==> src/tre_pkg.sv <==
`timescale 1ns / 1ps

package tre_pkg;

    localparam int GRAY_W      = 8;
    localparam int WIDTH_REG_W = 13;
    localparam int THRESH_W    = 9;
    localparam int COL_FIELD_W = 12;
    localparam int CFG_IDX_W   = 1;
    localparam int CFG_DATA_W  = WIDTH_REG_W;

    localparam logic [WIDTH_REG_W-1:0] WIDTH_RESET  = 13'd640;
    localparam logic [THRESH_W-1:0]    THRESH_RESET = 9'd128;

    typedef enum logic [CFG_IDX_W-1:0] {
        CFG_IMAGE_WIDTH = 1'b0,
        CFG_THRESHOLD   = 1'b1
    } t_cfg_index;

    typedef struct packed {
        logic                   has_run;
        logic [COL_FIELD_W-1:0] run_start;
        logic [COL_FIELD_W-1:0] run_end;
        logic                   row_done;
    } t_result;

endpackage

==> src/threshold_run_encoder_core.sv <==
`timescale 1ns / 1ps

// Binary run-length encoder for a raster-order grayscale pixel stream.
// Slave stream: one 8-bit pixel per transfer in tdata. A pixel below the
// threshold register is dark. Master stream: one transfer per closed dark
// run or row end. tdata carries run start and run end columns (inclusive),
// tuser flags that a run is reported, tlast marks the last pixel of a row.
// A run still open at the row end is closed there.
// Config: image_width (index 0) and threshold (index 1), written through the
// write-enable port while no pixel is in flight; used from the next pixel.
// A result is registered and presented in the cycle after its pixel transfer.
// Throughput: one pixel per cycle while the output slot is free or draining;
// the column compare and counter update sit between the input transfer and the output register.
// Reset: column zero, no run open, output empty, width 640, threshold 128.
// Stall: while a result waits on m_axis_tready the input is held off;
// pixels that produce no result still flow only when the output slot is
// free or draining in the same cycle.
module threshold_run_encoder_core #(
    parameter int MAX_WIDTH = 4096
) (
    input  logic                                i_clk,
    input  logic                                i_rst_n,
    input  logic                                s_axis_tvalid,
    output logic                                s_axis_tready,
    input  logic [7:0]                          s_axis_tdata,  // [7:0] gray_level
    output logic                                m_axis_tvalid,
    input  logic                                m_axis_tready,
    output logic [23:0]                         m_axis_tdata,  // [11:0] run_start, [23:12] run_end
    output logic                                m_axis_tuser,  // [0] has_run
    output logic                                m_axis_tlast,  // row_done
    input  logic                                i_cfg_we,
    input  logic [tre_pkg::CFG_IDX_W-1:0]       i_cfg_index,
    input  logic [tre_pkg::CFG_DATA_W-1:0]      i_cfg_data
);

    localparam int CW = $clog2(MAX_WIDTH);

    logic [tre_pkg::WIDTH_REG_W-1:0] r_image_width;
    logic [tre_pkg::THRESH_W-1:0]    r_threshold;
    logic [CW-1:0]                   r_column;
    logic                            r_run_open;
    logic [CW-1:0]                   r_open_start;
    logic                            r_out_valid;
    tre_pkg::t_result                r_result;

    logic [CW-1:0]    n_column;
    logic             n_run_open;
    logic [CW-1:0]    n_open_start;
    logic             step_emit;
    tre_pkg::t_result step_result;
    logic             in_xfer;

    assign s_axis_tready = !r_out_valid || m_axis_tready;
    assign in_xfer       = s_axis_tvalid && s_axis_tready;

    tre_step #(
        .MAX_WIDTH (MAX_WIDTH)
    ) u_step (
        .i_gray        (s_axis_tdata[tre_pkg::GRAY_W-1:0]),
        .i_image_width (r_image_width),
        .i_threshold   (r_threshold),
        .i_column      (r_column),
        .i_run_open    (r_run_open),
        .i_open_start  (r_open_start),
        .o_column      (n_column),
        .o_run_open    (n_run_open),
        .o_open_start  (n_open_start),
        .o_emit        (step_emit),
        .o_result      (step_result)
    );

    always_ff @(posedge i_clk) begin
        if (!i_rst_n) begin
            r_image_width <= tre_pkg::WIDTH_RESET;
            r_threshold   <= tre_pkg::THRESH_RESET;
        end else if (i_cfg_we) begin
            case (tre_pkg::t_cfg_index'(i_cfg_index))
                tre_pkg::CFG_IMAGE_WIDTH: begin
                    r_image_width <= i_cfg_data[tre_pkg::WIDTH_REG_W-1:0];
                end
                tre_pkg::CFG_THRESHOLD: begin
                    r_threshold <= i_cfg_data[tre_pkg::THRESH_W-1:0];
                end
                default: begin
                end
            endcase
        end
    end

    always_ff @(posedge i_clk) begin
        if (!i_rst_n) begin
            r_column     <= '0;
            r_run_open   <= 1'b0;
            r_open_start <= '0;
        end else if (in_xfer) begin
            r_column     <= n_column;
            r_run_open   <= n_run_open;
            r_open_start <= n_open_start;
        end
    end

    always_ff @(posedge i_clk) begin
        if (!i_rst_n) begin
            r_out_valid <= 1'b0;
        end else if (s_axis_tready) begin
            r_out_valid <= in_xfer && step_emit;
        end
    end

    always_ff @(posedge i_clk) begin
        if (in_xfer && step_emit) begin
            r_result <= step_result;
        end
    end

    assign m_axis_tvalid = r_out_valid;
    assign m_axis_tdata  = {r_result.run_end, r_result.run_start};
    assign m_axis_tuser  = r_result.has_run;
    assign m_axis_tlast  = r_result.row_done;

    a_result_meaningful: assert property (@(posedge i_clk) disable iff (!i_rst_n)
        m_axis_tvalid |-> (m_axis_tuser || m_axis_tlast))
        else $error("result with neither run nor row end");

    a_open_run_behind_column: assert property (@(posedge i_clk) disable iff (!i_rst_n)
        r_run_open |-> (r_open_start < r_column))
        else $error("open run start not behind column");

    a_no_input_on_stall: assert property (@(posedge i_clk) disable iff (!i_rst_n)
        (m_axis_tvalid && !m_axis_tready) |-> !in_xfer)
        else $error("pixel taken while result stalled");

    a_result_follows_emit: assert property (@(posedge i_clk) disable iff (!i_rst_n)
        (in_xfer && step_emit) |=> m_axis_tvalid)
        else $error("emitted result not presented");

endmodule

==> src/tre_step.sv <==
`timescale 1ns / 1ps

module tre_step #(
    parameter int MAX_WIDTH = 4096
) (
    input  logic [tre_pkg::GRAY_W-1:0]      i_gray,
    input  logic [tre_pkg::WIDTH_REG_W-1:0] i_image_width,
    input  logic [tre_pkg::THRESH_W-1:0]    i_threshold,
    input  logic [$clog2(MAX_WIDTH)-1:0]    i_column,
    input  logic                            i_run_open,
    input  logic [$clog2(MAX_WIDTH)-1:0]    i_open_start,
    output logic [$clog2(MAX_WIDTH)-1:0]    o_column,
    output logic                            o_run_open,
    output logic [$clog2(MAX_WIDTH)-1:0]    o_open_start,
    output logic                            o_emit,
    output tre_pkg::t_result                o_result
);

    localparam int CW   = $clog2(MAX_WIDTH);
    localparam int CMPW = ((CW > tre_pkg::WIDTH_REG_W) ? CW : tre_pkg::WIDTH_REG_W) + 1;
    localparam int XW   = (CW > tre_pkg::COL_FIELD_W) ? CW : tre_pkg::COL_FIELD_W;

    logic [CMPW-1:0] width_x;
    logic [CMPW-1:0] last_col;
    logic            dark;
    logic            last;
    logic            has_run;
    logic [CW-1:0]   start_col;
    logic [CW-1:0]   end_col;
    logic [XW-1:0]   start_x;
    logic [XW-1:0]   end_x;

    // effective width: zero counts as one, saturates at MAX_WIDTH
    always_comb begin
        width_x = CMPW'(i_image_width);
        if (width_x == '0) begin
            last_col = '0;
        end else if (width_x > CMPW'(MAX_WIDTH)) begin
            last_col = CMPW'(MAX_WIDTH - 1);
        end else begin
            last_col = width_x - CMPW'(1);
        end
    end

    assign dark = {1'b0, i_gray} < i_threshold;
    assign last = CMPW'(i_column) >= last_col;

    always_comb begin
        o_open_start = i_open_start;
        start_col    = i_open_start;
        end_col      = i_column;
        has_run      = 1'b0;
        if (dark) begin
            if (!i_run_open) begin
                o_open_start = i_column;
                start_col    = i_column;
            end
            has_run = last;
        end else if (i_run_open) begin
            has_run = 1'b1;
            end_col = i_column - CW'(1);
        end
    end

    assign o_run_open = (dark || i_run_open) && !(has_run || last);
    assign o_column   = last ? '0 : i_column + CW'(1);
    assign o_emit     = has_run || last;

    assign start_x = XW'(start_col);
    assign end_x   = XW'(end_col);

    always_comb begin
        o_result.has_run   = has_run;
        o_result.run_start = has_run ? start_x[tre_pkg::COL_FIELD_W-1:0] : '0;
        o_result.run_end   = has_run ? end_x[tre_pkg::COL_FIELD_W-1:0] : '0;
        o_result.row_done  = last;
    end

endmodule

==> config.mk <==
export PLATFORM = sky130hd
export DESIGN_NAME = threshold_run_encoder_core
export DESIGN_NICKNAME = d
export VERILOG_FILES = /design/src/tre_pkg.sv /design/src/threshold_run_encoder_core.sv /design/src/tre_step.sv
export SDC_FILE = /design/constraint.sdc
export NUM_CORES = 1
export LEC_CHECK = 0
export BUFFER_PORTS_ARGS = -buffer_cell sky130_fd_sc_hd__buf_2
export CAP_MARGIN = 15
export CORE_AREA = 2 2 103 125
export CTS_BUF_LIST = sky130_fd_sc_hd__clkbuf_16
export CTS_CLUSTER_DIAMETER = 30
export CTS_CLUSTER_SIZE = 14
export DETAILED_ROUTE_END_ITERATION = 10
export DIE_AREA = 0 0 105 127
export GPL_TIMING_DRIVEN = 0
export PLACE_DENSITY = 0.5
export SLEW_MARGIN = 25
export SYNTH_ARGS = -nofsm -noshare
export SYNTH_HDL_FRONTEND = slang
export SYNTH_SLANG_ARGS = --single-unit
==> constraint.sdc <==
create_clock -name i_clk -period 4.09 [get_ports i_clk]
set_input_delay 0.6135 -clock i_clk [delete_from_list [all_inputs] [get_ports i_clk]]
set_output_delay 0.6135 -clock i_clk [all_outputs]
set_load 0.01 [all_outputs]
---- After elaboration in Yosys (flattened, before gate mapping) ----
Index checks and enable logic that the tools add are counted.
Widths: inputs -> output; s select.
word-level totals
  output and inout bits ................... 28
  register bits after elaboration ......... 74
  bits of input ports ..................... 27
  word-level logic and storage cells ...... 37
operators by class
  reductions and logical operators ........ 11
  bitwise operators ....................... 1
  multiplexer cells ....................... 9
  order comparisons ....................... 3
  add/subtract/negate cells ............... 3
operators by type and width
  kind                   count
  $mux 12                5
  $mux 14                2
  $ge 12x14->1           1
  $sub 13x1->14 const B  1
  $gt 13x13->1 const B   1
  $logic_not 13->1       1
  $add 12x1->12 const B  1
  $sub 12x1->12 const B  1
  $lt 8x9->1             1
  $reduce_and 2->1       2
  $logic_and 1x1->1      3
  $logic_or 1x1->1       3
  $logic_not 1->1        2
  $mux 1                 2
  $not 1->1              1

---- Longest topological paths before layout ----
  word-level depth ........................ 8
  mapped depth ............................ 15
  depth with buffers taken out ............ 14

---- Cells and area by module ----
From an unflattened synthesis, not the netlist that was laid out.
unflattened totals
  cell total of the unflattened synthesis .. 495
  area, all modules ....................... 4,416.7 µm²
by module, submodules not included
  module                      area an instance (µm²)  cells an instance  sequential area each (µm²)  instances
  threshold_run_encoder_core  2,663.8                 238                1,741.7                     1
  tre_step                    1,752.9                 257                0.0                         1

---- Least setup slack after synthesis ----
Ideal clock, no wire load.
  kind .................................... reg-to-reg
  start ................................... register r_image_width[0] in the netlist's numbering
  end ..................................... register r_result, in the netlist m_axis_tdata[0], enable pin
  data required time ...................... 3.672 ns
  arrival time ............................ 3.734 ns
  slack ................................... -0.062 ns
  period minus slack after synthesis ...... 4.152 ns
  cell stages (with the launch flop) ...... 14
  library setup time ...................... 0.418 ns
  buffers on the path ..................... 2
  cell sequence ........................... dfxtp_1 inv_1 ha_1 and2_1 buf_2 a31oi_1 a21oi_1 ha_1 a21oi_1 o21a_1 o22ai_1 o221ai_4 buf_6 a21oi_1
on the way
  cells in the longest elaborated chain, start to end .. 7
  elaborated cells on any way between the ends .. 9
  classes of those cells .................. add/sub (1); order compare (2); mux (3); reduce/logical (3)
ends and longest elaborated chain
  what                                                  line                               RTL
  start: declaration                                    threshold_run_encoder_core.sv:38   logic [tre_pkg::WIDTH_REG_W-1:0] r_image_width;
  start signal: assignment                              threshold_run_encoder_core.sv:74   r_image_width <= tre_pkg::WIDTH_RESET;
  start signal: assignment                              threshold_run_encoder_core.sv:79   r_image_width <= i_cfg_data[tre_pkg::WIDTH_REG_W-1:0];
  $sub 13x1->14 / $gt 13x13->1 (equally long branches)  tre_step.sv:41, tre_step.sv:38
  $mux 14                                               tre_step.sv:38                     end else if (width_x > CMPW'(MAX_WIDTH)) begin
  $mux 14 *                                             tre_step.sv:36                     if (width_x == '0) begin
  $ge 12x14->1 *                                        tre_step.sv:46                     assign last = CMPW'(i_column) >= last_col;
  $mux 1                                                tre_step.sv:53                     if (dark) begin
  $logic_or 1x1->1 *                                    tre_step.sv:67                     assign o_emit = has_run || last;
  $logic_and 1x1->1 *                                   threshold_run_encoder_core.sv:111  if (in_xfer && step_emit) begin
  end signal: assignment                                threshold_run_encoder_core.sv:112  r_result <= step_result;
  end: declaration                                      threshold_run_encoder_core.sv:44   tre_pkg::t_result r_result;
Every way passes the cells marked *; elsewhere a longest branch is shown, timed or not.
A chain may end at the register's enable or synchronous reset.

---- Final worst setup path ----
  start ................................... register r_image_width[0] in the netlist's numbering
  end ..................................... register r_result, in the netlist m_axis_tdata[10], enable pin
The elaborated chain is that of the path after synthesis.

==> impl_results.md <==
* Path type of the worst min-delay path: reg -> reg
* Cts bufs inserted at 9
* Startpoint of the most critical register-to-register path: r_image_width[0]$_SDFFE_PN0P_
* Final Worst Setup Slack at 364 ps
* Peak supply drop at 0.161 mV
* Worst-path clk slew at 60 ps
* Library cell used as clock root buffer: clkbuf_16
* Async set-or-reset flop fraction in the synthesized netlist at 0%
* WP data arrival at 3700 ps
* H-tree lvl count at 3
* Post-layout instance area at 4810 sq um
* Setup slack on the worst flop-to-flop path at 360 ps
* Die H at 127 um
* Crit Path Category: reg -> reg
* Placeable core region at 12,000 sq um
* Total Nets Final at 551
* Maximum clock insertion buffer count at 2
* Grt total ovfl at 0
* Post-synth EDFFs at 26
* Area of the die at 13,300 sq um
* Worst hold slack across all endpoints at 465 ps
* Effective utilization at floorplan at 33.7%
* Share of layout cells above drive strength 1 at 18.0%
* Largest clock skew in the final design at 6.39 ps
* IO Pins at 55
* Flip-flop and latch count after synthesis at 74
* Total power after layout at 1.73 mW
* Transition time of the tightest slew-check pin at 758 ps
* Netlist area before placement at 4050 sq um
* Pre-CTS setup slack at 163 ps
* Instance count of the mapped netlist at 435
* Largest net degree at the start of global routing at 27
* Quantity of I/O buffers inserted on ports at 54
* Avg WL per Cell at 14.3 um
* Most used DFF post-synth: dfxtp_1
* Initial antenna violation count at 0
* Fin crit period at 3730 ps
* Startpoint of the lowest-slack hold path: r_threshold[5]$_SDFFE_PN0P_
* TritonCTS clock tree: built
* Synth top area share at 23.7%
* Final-layout setup total negative slack at 0 ps
* Finished Layout Cells at 667
* Area after DPL at 4530 sq um
* Post-synthesis cell type with the largest combined area: dfxtp_1
* Wire length after detailed routing at 9550 um
* Final ANT Viol Nets at 0
* Max_slew headroom at 49.1%
* Drt first-iter violations at 94
* Clock latency of the later-clocked register in the worst-skew pair at 330 ps
* Nature of the critical path endpoint: flip-flop
* Destination of the worst hold path: r_threshold[5]$_SDFFE_PN0P_
* Sinks on Clock Net at 74
* Max-cap violation count at 0
* Required arrival time at the worst endpoint at 4060 ps
* Count of vias placed by the detailed router at 3,308
* Most common library cells after synthesis: 68 x nand2_1, 48 x dfxtp_1, 27 x nor2_1
* Top fanout value on the critical path at 13
* Setup-violating endpoint count in the final report at 0
* HPWL reported at the end of detailed placement at 7320 um
* Maximum clock rate at 268 MHz
* Depth of the worst register-to-register path at 13
* Part of the Yosys area used for sequential elements at 43.0%
* Total inserted antenna cells at 0
* Leading post-synthesis cells by cell area: dfxtp_1 24%, edfxtp_1 19%, ha_1 7.1%, nand2_1 6.3%, a21boi_0 3.5%
* Number of remaining DRC errors at 0
* Part of the cycle the worst path needs at 91.1%
* Synthesized Nets at 485
* Startpoint class of the critical path: flip-flop
* Length of the first detailed-routing pass in iterations at 4
* Placer's final routability congestion estimate at 0.919
* Pins over their slew limit at 0
* Global-route wire length before repair at 15,800 um
* Setup bufs post-CTS at 0
* Total global routing track utilization at 14.9%
* Result of the run: finished, final reports clean
* Final Hold Violating Endpoints at 0
* Post-Synthesis Mean Instance Area at 9.31 sq um
* Number of placement rows at 44
* Layout Utilization at 40.1%
* Worst hold path stage count at 2
* Via density at 4.96
* Vias in the first global route at 3,349
* Most Crowded Layer GR: met2
* Area grow syn2layout at 18.8%
* Critical register-to-register path endpoint: m_axis_tdata[10]$_SDFFCE_PN0P_
* DP Cell Count at 650
* Pwr Density at 359 nW/um^2
* Number of distinct library cell variants in the gate-level netlist after synthesis at 54
* Leakage at 1.95 nW
* Library cell with the highest instance count after synthesis: nand2_1
* Unrepaired setup endpoints after global routing: false
* YS warnings at 0
* Met2 track utilization from global routing at 27.8%
* Met1 track utilization from global routing at 16.8%
* Die Width at 105 um
* GR Layer Usage met3 at 2.76%
critical path, cell delays in order (launching register included):
cell	delay (ps)
dfxtp_1	460
inv_1	120
ha_1	280
and2_1	160
buf_2	170
a31oi_1	350
a21oi_1	90
ha_1	310
a21oi_1	70
o21a_1	210
o22ai_1	240
o221ai_4	220
buf_6	220
a21oi_4	460
layout make-up:
class	instances	area (sq um)
Multi-Input combinational cell	318	2130
Buffer	27	138
Inverter	17	63.8
Clock inverter	7	37.5
Clock buffer	9	225
Fill cell	1293	7190
Sequential cell	74	1740
Timing Repair Buffer	54	270
Tap cell	161	201
how the worst max path moves through the flow:
stage                                              from  cells after the start                             end  slack [ps]
final                     r_image_width[0]$_SDFFE_PN0P_                     13  m_axis_tdata[10]$_SDFFCE_PN0P_         360
after global routing      r_image_width[0]$_SDFFE_PN0P_                     13   m_axis_tdata[0]$_SDFFCE_PN0P_         110
after CTS                 r_image_width[0]$_SDFFE_PN0P_                     13   m_axis_tdata[6]$_SDFFCE_PN0P_         150
after detailed placement  r_image_width[0]$_SDFFE_PN0P_                     13  m_axis_tdata[21]$_SDFFCE_PN0P_         160
after global placement    r_image_width[0]$_SDFFE_PN0P_                     12  m_axis_tdata[21]$_SDFFCE_PN0P_        -210
after floorplan           r_image_width[0]$_SDFFE_PN0P_                     13   m_axis_tdata[0]$_SDFFCE_PN0P_         460
placed cells by master, fill, tap and decap left out, types with 10 or more instances in the layout:
cell	netlist	final
a22o_1	13	13
edfxtp_1	26	26
nand2_1	68	68
inv_1	16	17
clkbuf_1	15	15
mux2i_1	13	13
buf_2	7	61
ha_1	23	23
dfxtp_1	48	48
nor2b_1	14	14
a21oi_1	18	17
nor2_1	27	27
xor2_1	10	10
a21boi_0	19	19
sequential cells by signal, indices dropped and copies added, names as in the netlist:
signal / cells
m_axis_tdata: 24
m_axis_tlast: 1
m_axis_tuser: 1
m_axis_tvalid: 1
r_column: 12
r_image_width: 13
r_open_start: 12
r_run_open: 1
r_threshold: 9
kinds of logic after synthesis:
| family | Yosys count | synth area share [%] |
|---|---|---|
| and+or+nand+nor | 161 | 19.2 |
| AOI/OAI and AO/OA | 102 | 18.6 |
| DFF | 74 | 43.0 |
| buffers and inverters | 44 | 4.97 |
| adders and majority gates | 24 | 7.35 |
| xor gates and xnor gates | 17 | 3.68 |
| muxes | 13 | 3.21 |
repair_timing:
action	4_1_cts	5_1_grt
hold buffers	0	0
gates resized for setup	0	1
endpoints found under the setup margin	0	26
endpoints found under the hold margin	0	0
report_power, final:
part	total, mW	switching, mW	internal (mW)
clock network	0.697	0.295	0.402
logic	0.231	0.138	0.0937
registers	0.797	0.0161	0.781
metal layers:
| layer | share of wire (%) | wire [um] |
|---|---|---|
| met2 | 52 | 4950 |
| met5 | 0 | 0 |
| met1 | 43 | 4150 |
| met4 | 1.6 | 154 |
| met3 | 3.0 | 291 |
Power figures use the tool's default switching activity.
